`src/rtl/lmi_pkg.sv`:
```
// Shared types, codes and constants for the leg motion interpolator.
// No dependencies; every other file of the block but lmi_ram imports this package.
`timescale 1ns / 1ps
`default_nettype none
package lmi_pkg;

  localparam int NUM_LIMBS_DEF = 4;

  localparam logic [1:0] KIND_TICK  = 2'd0;
  localparam logic [1:0] KIND_MOVE  = 2'd1;
  localparam logic [1:0] KIND_PLACE = 2'd2;

  localparam logic [1:0] CFG_STEP_SPEED = 2'd0;
  localparam logic [1:0] CFG_HIP_OFFSET = 2'd1;
  localparam logic [1:0] CFG_MIRROR     = 2'd2;
  localparam logic [1:0] CFG_FLIP       = 2'd3;

  localparam int ANG90  = 5760;
  localparam int ANG180 = 11520;

  // iterative unit widths
  localparam int SQ_IN_W   = 34;
  localparam int SQ_OUT_W  = 17;
  localparam int DIV_NUM_W = 30;
  localparam int DIV_DEN_W = 18;
  localparam int CD_IN_W   = 18;
  localparam int CD_W      = 34;
  localparam int CD_Z_W    = 32;

  typedef logic signed [15:0] pos_t;

  typedef struct packed {
    pos_t cur;
    pos_t tgt;
    pos_t step;
  } entry_t;

  // atan(2^-i) in 1/65536 degree
  function automatic logic signed [CD_Z_W-1:0] atan_step(input logic [3:0] i);
    logic signed [CD_Z_W-1:0] v;
    case (i)
      4'd0:    v = 32'sd2949120;
      4'd1:    v = 32'sd1740967;
      4'd2:    v = 32'sd919879;
      4'd3:    v = 32'sd466945;
      4'd4:    v = 32'sd234379;
      4'd5:    v = 32'sd117304;
      4'd6:    v = 32'sd58666;
      4'd7:    v = 32'sd29335;
      4'd8:    v = 32'sd14668;
      4'd9:    v = 32'sd7334;
      4'd10:   v = 32'sd3667;
      4'd11:   v = 32'sd1833;
      4'd12:   v = 32'sd917;
      4'd13:   v = 32'sd458;
      4'd14:   v = 32'sd229;
      default: v = 32'sd115;
    endcase
    return v;
  endfunction

endpackage
`default_nettype wire

```
`src/rtl/lmi_cordic.sv`:
```
// Vectoring CORDIC atan2, one micro-rotation per cycle, 16 iterations.
// Depends on lmi_pkg for the arctangent table and widths.
`timescale 1ns / 1ps
`default_nettype none
module lmi_cordic import lmi_pkg::*; (
  input  wire logic                      clk,
  input  wire logic                      rst,
  input  wire logic                      start,
  input  wire logic signed [CD_IN_W-1:0] y_in,
  input  wire logic signed [CD_IN_W-1:0] x_in,
  output logic                           busy,
  output logic                           done,
  output logic signed [15:0]             angle
);

  logic signed [CD_W-1:0]   x;
  logic signed [CD_W-1:0]   y;
  logic signed [CD_Z_W-1:0] z;
  logic [3:0]               i;
  logic                     zero;
  logic signed [CD_W-1:0]   xs;
  logic signed [CD_W-1:0]   ys;
  logic signed [CD_W-1:0]   xsh;
  logic signed [CD_W-1:0]   ysh;
  logic signed [CD_Z_W-1:0] zf;
  logic signed [CD_Z_W-11:0] a;

  assign xs  = {{(CD_W-CD_IN_W-12){x_in[CD_IN_W-1]}}, x_in, 12'b0};
  assign ys  = {{(CD_W-CD_IN_W-12){y_in[CD_IN_W-1]}}, y_in, 12'b0};
  assign xsh = x >>> i;
  assign ysh = y >>> i;
  assign zf  = z + CD_Z_W'(512);
  assign a   = zf[CD_Z_W-1:10];

  always_ff @(posedge clk) begin
    if (rst) begin
      busy <= 1'b0;
      done <= 1'b0;
    end else begin
      done <= 1'b0;
      if (start) begin
        busy <= 1'b1;
        i    <= 4'd0;
        zero <= (x_in == '0) && (y_in == '0);
        // turn left half-plane vectors by 180 degrees first
        if (x_in[CD_IN_W-1]) begin
          x <= -xs;
          y <= -ys;
          z <= y_in[CD_IN_W-1] ? -CD_Z_W'(180 * 65536) : CD_Z_W'(180 * 65536);
        end else begin
          x <= xs;
          y <= ys;
          z <= '0;
        end
      end else if (busy) begin
        if (y[CD_W-1]) begin
          x <= x - ysh;
          y <= y + xsh;
          z <= z - atan_step(i);
        end else begin
          x <= x + ysh;
          y <= y - xsh;
          z <= z + atan_step(i);
        end
        i <= i + 4'd1;
        if (i == 4'd15) begin
          busy <= 1'b0;
          done <= 1'b1;
        end
      end
    end
  end

  always_comb begin
    if (zero) begin
      angle = '0;
    end else if (a > (CD_Z_W-10)'(ANG180)) begin
      angle = 16'(ANG180);
    end else if (a < -(CD_Z_W-10)'(ANG180)) begin
      angle = -16'(ANG180);
    end else begin
      angle = a[15:0];
    end
  end

endmodule
`default_nettype wire

```
`config.mk`:
```
export PLATFORM = sky130hd
export DESIGN_NAME = lmi_cordic
export DESIGN_NICKNAME = d
export VERILOG_FILES = /design/src/rtl/lmi_pkg.sv /design/src/rtl/lmi_cordic.sv
export SDC_FILE = /design/constraint.sdc
export NUM_CORES = 1
export LEC_CHECK = 0
export BUFFER_PORTS_ARGS = -buffer_cell sky130_fd_sc_hd__buf_2
export CORE_MARGIN = 8
export CORE_UTILIZATION = 50
export CTS_BUF_LIST = sky130_fd_sc_hd__clkbuf_4 sky130_fd_sc_hd__clkbuf_8
export CTS_CLUSTER_SIZE = 16
export DETAILED_ROUTE_END_ITERATION = 16
export GPL_ROUTABILITY_DRIVEN = 0
export PLACE_DENSITY = 0.7
export SETUP_SLACK_MARGIN = 0.15
export SYNTH_ARGS = -nofsm -noshare
export SYNTH_HDL_FRONTEND = slang
export SYNTH_SLANG_ARGS = --single-unit
```
`constraint.sdc`:
```
create_clock -name clk -period 6.88 [get_ports clk]
set_input_delay 1.032 -clock clk [delete_from_list [all_inputs] [get_ports clk]]
set_output_delay 1.032 -clock clk [all_outputs]
set_load 0.01 [all_outputs]
```
# Word-level counts from Yosys, hierarchy flattened
# Memories as Yosys holds them, arrays and structs flattened. A register that Yosys moved wholly into a read port is not among the register bits.
# Index checks and enable logic that the tools add are counted.
[totals]
wordCells = 66
n_memories = 2
romBits = 704
ff_bits = 107
[memory_table]
columns = ["name", "words", "word_bits", "rd", "rd_clocked_by_memory_dff", "write_ports", "line_no", "text"]
rows = [
  ["(name not given)", 16, 22, 1, 1, 0, "lmi_pkg.sv:41", "case (i)"],
  ["(name not given)", 16, 22, 1, 1, 0, "lmi_pkg.sv:41", ""],
]
[classes]
shift = 2
eq_ne = 1
n_reduce_logical = 7
magnitude_cmp = 2
bitwise = 2
muxes = 33
addsub = 10
[op_table]
columns = ["operator", "count"]
rows = [
  ["32-bit two-way mux", 13],
  ["34-bit two-way mux", 8],
  ["34-bit adder", 2],
  ["30-bit negator with 34-bit output", 2],
  ["34-bit by 4-bit >>> shifter with 34-bit output", 2],
  ["34-bit subtractor", 2],
  ["16-bit two-way mux", 3],
  ["18-bit logical NOT", 2],
  ["32-bit by 11-bit adder with 32-bit output, second input constant", 1],
  ["32-bit adder", 1],
  ["32-bit subtractor", 1],
  ["22-bit by 15-bit greater-than comparator with 1-bit output, second input constant", 1],
  ["22-bit by 15-bit less-than comparator with 1-bit output, second input constant", 1],
  ["4-bit two-way mux", 5],
  ["4-bit by 1-bit adder with 4-bit output, second input constant", 1],
  ["4-bit == test, second input constant", 1],
  ["1-bit two-way mux", 4],
  ["2-bit AND reduction", 2],
  ["3-bit OR reduction", 1],
  ["1-bit inverter", 2],
  ["2-bit nonzero test", 1],
  ["1-bit logical AND", 1],
]

# Longest topological paths before layout
# Gate-level depths: netlist of the first run.
[depth]
word_depth = 8
depth_mapped = 28
mapped_depth_nobuf = 21

# Worst setup path before layout of the first run
# No wires, ideal clock.
[synth_timing]
kind = "reg-to-reg"
from = "register i[0]"
to = "register x[26], data pin"
path_slack_ns = 0.264
stages_incl_launch_ff = 26
arrival_ns = 6.362
path_cell_list = "edfxtp_1 -> clkbuf_1 -> buf_1 -> buf_2 -> buf_1 -> clkbuf_1 -> buf_1 -> buf_1 -> nor3_1 -> a21oi_1 -> ha_1 -> inv_1 -> nor3_1 -> nor2b_1 -> a31oi_1 -> xor2_1 -> ha_1 -> and3_1 -> a221o_1 -> a21oi_1 -> o22ai_1 -> a2111oi_0 -> nor2_1 -> or4_1 -> and4b_1 -> a21o_1"
[synth_between]
elab_chain_len = 5
[synth_rtl]
columns = ["element", "line_no", "text"]
rows = [
  ["start, declared", "lmi_cordic.sv:19", "logic [3:0] i;"],
  ["start signal, assigned", "lmi_cordic.sv:65", "i <= i + 4'd1;"],
  ["34-bit by 4-bit >>> shifter with 34-bit output (*)", "lmi_cordic.sv:31", "assign ysh = y >>> i;"],
  ["34-bit adder or 34-bit subtractor (tied branches)", "lmi_cordic.sv:61, lmi_cordic.sv:57", ""],
  ["34-bit two-way mux (*)", "lmi_cordic.sv:56", "if (y[CD_W-1]) begin"],
  ["34-bit two-way mux (*)", "lmi_cordic.sv:55", "end else if (busy) begin"],
  ["34-bit two-way mux (*)", "lmi_cordic.sv:41", "if (start) begin"],
  ["end signal, assigned", "lmi_cordic.sv:47", "x <= -xs;"],
  ["end signal, assigned", "lmi_cordic.sv:57", "x <= x - ysh;"],
  ["end signal, assigned", "lmi_cordic.sv:61", "x <= x + ysh;"],
  ["end, declared", "lmi_cordic.sv:16", "logic signed [CD_W-1:0] x;"],
]
# Mark *: on every way between the ends. The rest lies on a longest branch, timed or not. The select of a mux whose other input is x is not followed.
# A chain may end at the register's enable or synchronous reset.

# Worst setup path after layout of the first run
[layout_timing]
from = "register i[1]"
to = "register x[26], data pin"
# Same word-level chain as after synthesis.

==> results.py, run 1 <==
metrics = {
    "timing": {
        "relSlewSlack_pct": 17.11,
        "worstMarginPinSlew_ns": 1.243,
        "setup_tns_ns": 0,
        "timing_max_transition_violations_final": 0,
        "fin_worst_skew_ns": 0.02517,
        "finalWorstPathRequiredPeriod_ns": 6.320,
        "hold_violation_total_from_the_final_report": 0,
        "finalSetupViolCount": 0,
        "fmaxAchievable_ghz": 0.1582,
        "grt_setup_unrepaired": "false",
        "finalCritPeriodShare_pct": 91.87,
    },
    "yosys": {
        "synth_flop_cell": "edfxtp_1",
        "yosys.area_share.adder_pct": 8.612,
        "synth-seq-cells": 129,
        "synthesized_area_fraction_occupied_by_xor_and_xnor_cells_pct": 10.49,
        "ys_seq_area_share_pct": 21.78,
        "synth_fp_nets": 2142,
        "synth-edff-count": 105,
        "main_combinational_cell_family_by_area_after_synthesis": "compound AO/OA/AOI/OAI gates",
        "async_set_reset_flop_share_out_of_synthesis_pct": 0,
        "synth_mux_area_share_pct": 14.60,
        "yosysWarningCount": 0,
        "synth-compound-area-share_pct": 22.49,
        "postSynthCellCount": 1990,
        "yosys.area_share.simple_pct": 18.27,
        "synth_cell_type_count": 84,
        "synthesis.area_um2": 16680,
        "post_synth.cell_area_avg_um2": 8.382,
    },
    "floorplan": {
        "initial_utilization_pct": 50.24,
        "fp.dieW_um": 198.6,
        "floorplan.io_pins": 57,
        "rows": 67,
        "die_area_um2": 39460,
        "design.core.area_um2": 33200,
        "die_outline_height_um": 198.6,
    },
    "run_status": {
        "outcome": "finished, final reports clean",
    },
    "cts": {
        "clk_latency_ns": 0.49,
        "cts_tree": "built",
        "clkTransAtPathRegs_ns": 0.10,
        "cts_inserted_buffers": 17,
        "clock-sinks": 129,
        "clock_tree.htree_level_count": 4,
        "cts_max_path_buffers": 2,
        "cts_root_buf": "clkbuf_8",
    },
    "critical_path": {
        "crit_path_start_kind": "flip-flop",
        "regToRegStartpoint": "i[1]$_SDFFCE_PP0P_",
        "timing.setup.critical_path_class": "reg -> reg",
        "slowest_library_cell_on_the_worst_path": "mux4_1",
        "critPathLaunch": "i[1]$_SDFFCE_PP0P_",
        "arrival_time_at_the_worst_endpoint_ns": 6.57,
        "cp_data_required_time_ns": 7.13,
        "nature_of_the_critical_path_endpoint": "flip-flop",
        "worstPathMaxFanout": 6,
        "critical_path.cell_chain": "mux4_1 -> mux2_2 -> o32a_1 -> a211oi_2 -> nand2_1 -> or2_2 -> or4_1 -> a22o_1 -> o22ai_1 -> ha_1 -> and3_1 -> a221o_1 -> a21oi_1 -> o22ai_1 -> a2111oi_2 -> buf_4 -> nor2_1 -> or4_1 -> and4b_1 -> a21o_1",
        "cpPeakStageDelay_ns": 0.69,
    },
    "drt": {
        "pre_antenna_drt_iters": 5,
        "routed-via-count": 15690,
        "detail-route-antenna-nets": 0,
        "vias_per_cell": 6.365,
        "remaining_drc_errors": 0,
        "drtIter0Drc": 1457,
        "drt-wirelength-per-cell_um": 19.44,
        "routed_wirelength_mm": 47.92,
    },
    "placement": {
        "portBuffers": 56,
        "dp_hpwl_mm": 35.75,
    },
    "global_routing": {
        "globalRoute.totalOverflow": 0,
        "global_route_wire_length_before_repair_mm": 76.89,
        "grt_max_degree": 65,
        "vias_in_the_first_global_route": 15100,
        "globalRouteTotalUtil_pct": 23.98,
        "antenna_violations_before_repair": 2,
    },
    "layout": {
        "fraction_of_final_layout_cells_with_drive_strength_greater_than_1_pct": 11.56,
        "syn2layout_area_growth_pct": 7.569,
        "final_common_cell": "nor2_1",
        "final_nets": 2155,
        "final_cell_mix": "nor2_1, nand2_1, a21oi_1, o21ai_0, xnor2_1",
        "final.fill_count": 3117,
    },
    "pwr": {
        "design_power_total_mw": 5.972,
        "worst_ir_drop_vdd_v": 0.0002277,
        "p_per_area_nw_per_um2": 332.9,
        "p_leak_nw": 7.112,
    },
    "worst_hold_path": {
        "min-delay-path-class": "reg -> reg",
    },
    "job": {
        "drv.max_cap_violation_count": 0,
    },
}
-- synth_stat cells (all sizes together), types with 23 or more instances --
cell	instances	area [um2]
xnor2	121	1067
nand2b	25	156.4
a21o	35	262.8
clkbuf	51	191.4
a211oi	26	195.2
nand3	36	185.2
mux2i	49	490.5
nor2	203	762.0
xor2	78	683.2
buf	45	224.0
edfxtp	105	3153
a21oi	178	890.9
a31oi	31	193.9
ha	110	1376
mux2	46	518.0
nor3	49	256.5
and3	24	150.1
inv	56	210.2
dfxtp	24	480.5
nand2	183	686.9
nor2b	25	156.4
mux4	59	1426
o21ai	141	705.7
o21a	23	172.7
-- critical path, delay by kind of cell (launching register included) --
family          cells  cell delay [ns]
fa+ha+maj           1             0.31
flops               1             0.47
buf+inv             1             0.19
mux                 2             1.02
simple gates        7             1.82
compound gates      9             2.28
-- power breakdown --
group	internal [mW]	leakage (nW)	switching, mW
registers	1.10	1.21	0.263
clock network	0.478	0.242	0.370
logic	1.65	5.66	2.11
total	3.23	7.11	2.74
-- per-layer routing --
layer  global-route usage [%]  up-vias  wire (um)
li1                         -     7530          -
met1                    29.47     7451      19910
met2                    41.16      579      23220
met3                    3.417      128       2757
met4                    11.01        2       2021
met5                        0        -         12
-- cells by family (layout without fill, tap and decap cells) --
logic type | Yosys count | after routing
adder cells (fa/ha/maj) | 113 | 113
buffers and inverters | 152 | 178
XOR/XNOR | 199 | 199
AO/OA/AOI/OAI | 597 | 597
AND/OR/NAND/NOR | 646 | 646
multiplexers | 154 | 154
other | 0 | 1
flip-flops | 129 | 129
-- cell type report --
type | count | area (um2) | area share [%]
inverters | 56 | 212.7 | 1.185
repair buffers | 90 | 609.3 | 3.396
clock inverters | 14 | 249.0 | 1.388
multi-input cells | 1709 | 12430 | 69.30
flip-flops and latches | 129 | 3633 | 20.25
clock buffers | 18 | 241.5 | 1.346
diodes | 1 | 2.502 | 0.01395
well taps | 448 | 560.5 | 3.124
-- worst paths after layout --
path | endpoint | cells after the start | slack [ns]
max | x[26]$_DFFE_PP_ | 20 | 0.56
min | z[0]$_SDFFCE_PP0P_ | 2 | 0.72
max reg2reg | x[26]$_DFFE_PP_ | 20 | 0.56
min reg2reg | z[0]$_SDFFCE_PP0P_ | 2 | 0.72
-- metrics by stage --
step	setup slack, ns	std cells	util (%)	hold slack, ns	cell area (um2)
final	0.5595	2465	54.05	0.7213	17940
after CTS	0.2699	2458	53.80	0.7149	17860
after global routing	0.2216	2464	54.04	0.7375	17940
after floorplan	0.2641	1990	-	0.6485	16680
after detailed placement	0.2995	2426	52.33	0.7130	17370
after global placement	0.3771	2426	52.33	0.7122	17370
-- timing repair --
item | in CTS | in global routing
endpoints found under the setup margin | 0 | 5
gates resized for setup | 0 | 5
hold buffers | 0 | 0
buffers inserted | 0 | 5
No activity file was read; power rests on OpenSTA's default activity.
==> run 2, diff against run 1 <==
--- a/config.mk
+++ b/config.mk
@@ -13,7 +13,7 @@
 export DETAILED_ROUTE_END_ITERATION = 16
 export GPL_ROUTABILITY_DRIVEN = 0
 export PLACE_DENSITY = 0.7
-export SETUP_SLACK_MARGIN = 0.15
+export RECOVER_POWER = 25
 export SYNTH_ARGS = -nofsm -noshare
 export SYNTH_HDL_FRONTEND = slang
 export SYNTH_SLANG_ARGS = --single-unit
==> results.py, run 2 (same netlist as run 1, synthesis figures left out) <==
metrics = {
    "global_routing": {
        "grt_max_degree": 65,
        "globalRouteMet1Util_pct": 29.47,
        "globalRoute.totalOverflow": 0,
        "groute.layer.met2.usage_pct": 41.16,
        "met3_usage_pct": 3.417,
        "vias_in_the_first_global_route": 15100,
        "antenna_violations_before_repair": 2,
        "global_route_wire_length_before_repair_mm": 76.89,
        "globalRouteTotalUtil_pct": 23.98,
        "grt-busiest-layer": "met2",
    },
    "critical_path": {
        "worst_path_dominant_cell_family": "compound AO/OA/AOI/OAI gates",
        "cp_data_required_time_ns": 7.12,
        "arrival_time_at_the_worst_endpoint_ns": 6.70,
        "nature_of_the_critical_path_endpoint": "flip-flop",
        "slowest_library_cell_on_the_worst_path": "mux4_1",
        "worstPathMaxFanout": 55,
        "crit_path_start_kind": "flip-flop",
        "regToRegStartpoint": "i[1]$_SDFFCE_PP0P_",
        "critPathBufInv": 2,
        "critical_path.cell_chain": "buf_12 -> mux4_1 -> mux2_2 -> o32a_1 -> a211oi_1 -> nand2_1 -> or2_2 -> or4_1 -> a22o_1 -> o22ai_1 -> ha_1 -> and3_1 -> a221o_1 -> a21oi_1 -> o22ai_1 -> a2111oi_2 -> buf_4 -> nor2_1 -> or4_1 -> and4b_1 -> a21o_1",
        "timing.setup.critical_path_class": "reg -> reg",
        "cp.depth": 21,
        "r2r_cells": 21,
        "cpPeakStageDelay_ns": 0.65,
        "critPathLaunch": "i[1]$_SDFFCE_PP0P_",
    },
    "layout": {
        "non_filler_instances": 2459,
        "fraction_of_final_layout_cells_with_drive_strength_greater_than_1_pct": 11.00,
        "final_cell_mix": "nor2_1, nand2_1, a21oi_1, o21ai_0, xnor2_1",
        "syn2layout_area_growth_pct": 7.059,
        "final_nets": 2149,
        "final.fill_count": 3130,
        "final_common_cell": "nor2_1",
        "postLayoutCoreUtil_pct": 53.79,
    },
    "timing": {
        "relSlewSlack_pct": -87.75,
        "fin_worst_skew_ns": 0.02766,
        "worstMarginPinSlew_ns": 2.816,
        "finalCritPeriodShare_pct": 93.79,
        "fin_worst_hold_slack_ns": 0.7213,
        "finalSetupViolCount": 0,
        "timing_max_transition_violations_final": 145,
        "grt_setup_unrepaired": "false",
        "finalWorstPathRequiredPeriod_ns": 6.453,
        "setup_tns_ns": 0,
        "fmaxAchievable_ghz": 0.1550,
        "hold_violation_total_from_the_final_report": 0,
    },
    "placement": {
        "place_inst": 2426,
        "portBuffers": 56,
        "dp_hpwl_mm": 35.75,
    },
    "job": {
        "drv.max_cap_violation_count": 3,
    },
    "floorplan": {
        "fp.dieW_um": 198.6,
        "design.core.area_um2": 33200,
        "rows": 67,
        "die_area_um2": 39460,
        "floorplan.io_pins": 57,
        "die_outline_height_um": 198.6,
        "initial_utilization_pct": 50.24,
    },
    "cts": {
        "cts_post_setup_buffers_inserted": 0,
        "cts_inserted_buffers": 17,
        "clkTransAtPathRegs_ns": 0.10,
        "cts_tree": "built",
        "clk_latency_ns": 0.49,
        "cts_max_path_buffers": 2,
        "clock-sinks": 129,
        "cts_root_buf": "clkbuf_8",
        "cts_resized": 0,
        "clock_tree.htree_level_count": 4,
        "number_of_hold_buffers_added_after_cts": 0,
    },
    "run_status": {
        "outcome": "finished with violations",
        "violations_in_the_final_reports": "capacitance limit, slew limit",
    },
    "drt": {
        "routed_wirelength_mm": 47.69,
        "vias_per_cell": 6.357,
        "drt-wirelength-per-cell_um": 19.39,
        "detail-route-antenna-nets": 0,
        "pre_antenna_drt_iters": 6,
        "remaining_drc_errors": 0,
        "routed-via-count": 15630,
        "drtIter0Drc": 1419,
    },
    "worst_hold_path": {
        "min_delay_path_depth": 2,
        "min-delay-path-class": "reg -> reg",
    },
    "pwr": {
        "p_per_area_nw_per_um2": 334.3,
        "worst_ir_drop_vdd_v": 0.0002278,
        "p_leak_nw": 7.051,
    },
}
[run 2: worst paths after layout]
check,slack [ns],to
setup / recovery,0.43,x[26]$_DFFE_PP_
hold / removal,0.72,z[0]$_SDFFCE_PP0P_
setup reg to reg,0.43,x[26]$_DFFE_PP_
hold reg to reg,0.72,z[0]$_SDFFCE_PP0P_
[run 2: routing by layer]
metal	wire length (um)	vias to the layer above	share of wire, %
met2	23080	588	48
met1	19730	7396	41
met5	12	-	0.025
met4	2106	2	4.4
met3	2761	140	5.8
li1	-	7505	-
[run 2: power breakdown]
group | leakage (nW) | switching, mW | internal, mW | total [mW]
clock | 0.242 | 0.372 | 0.478 | 0.850
sequential | 1.21 | 0.263 | 1.10 | 1.37
combinational | 5.59 | 2.11 | 1.65 | 3.75
total | 7.05 | 2.74 | 3.23 | 5.97
[run 2: layout make-up]
cell class	instances	area [um2]	area share [%]
inverter	56	211.5	1.184
clock buffer	18	241.5	1.352
clock inverter	14	249.0	1.394
tap	448	560.5	3.139
sequential	129	3633	20.35
antenna	1	2.502	0.01401
multi-input combinational	1709	12430	69.59
timing repair buffer	84	531.8	2.978
[run 2: worst reg2reg max path: cells and delay by family (launching register included)]
kind,cells,cell delay [ns]
AO/OA/AOI/OAI,9,2.19
adder cells (fa/ha/maj),1,0.31
buffers and inverters,2,0.51
flip-flops,1,0.44
multiplexers,2,0.95
AND/OR/NAND/NOR,7,1.84
[run 2: metrics by stage]
stage,power (mW),instance area (um2),setup slack [ns]
finish,5.970,17860,0.4269
global route,6.451,17850,0.03000
CTS,5.924,17860,0.2699
detailed placement,5.049,17370,0.2995
global placement,4.971,17370,0.3771
floorplan,4.222,16680,0.2641
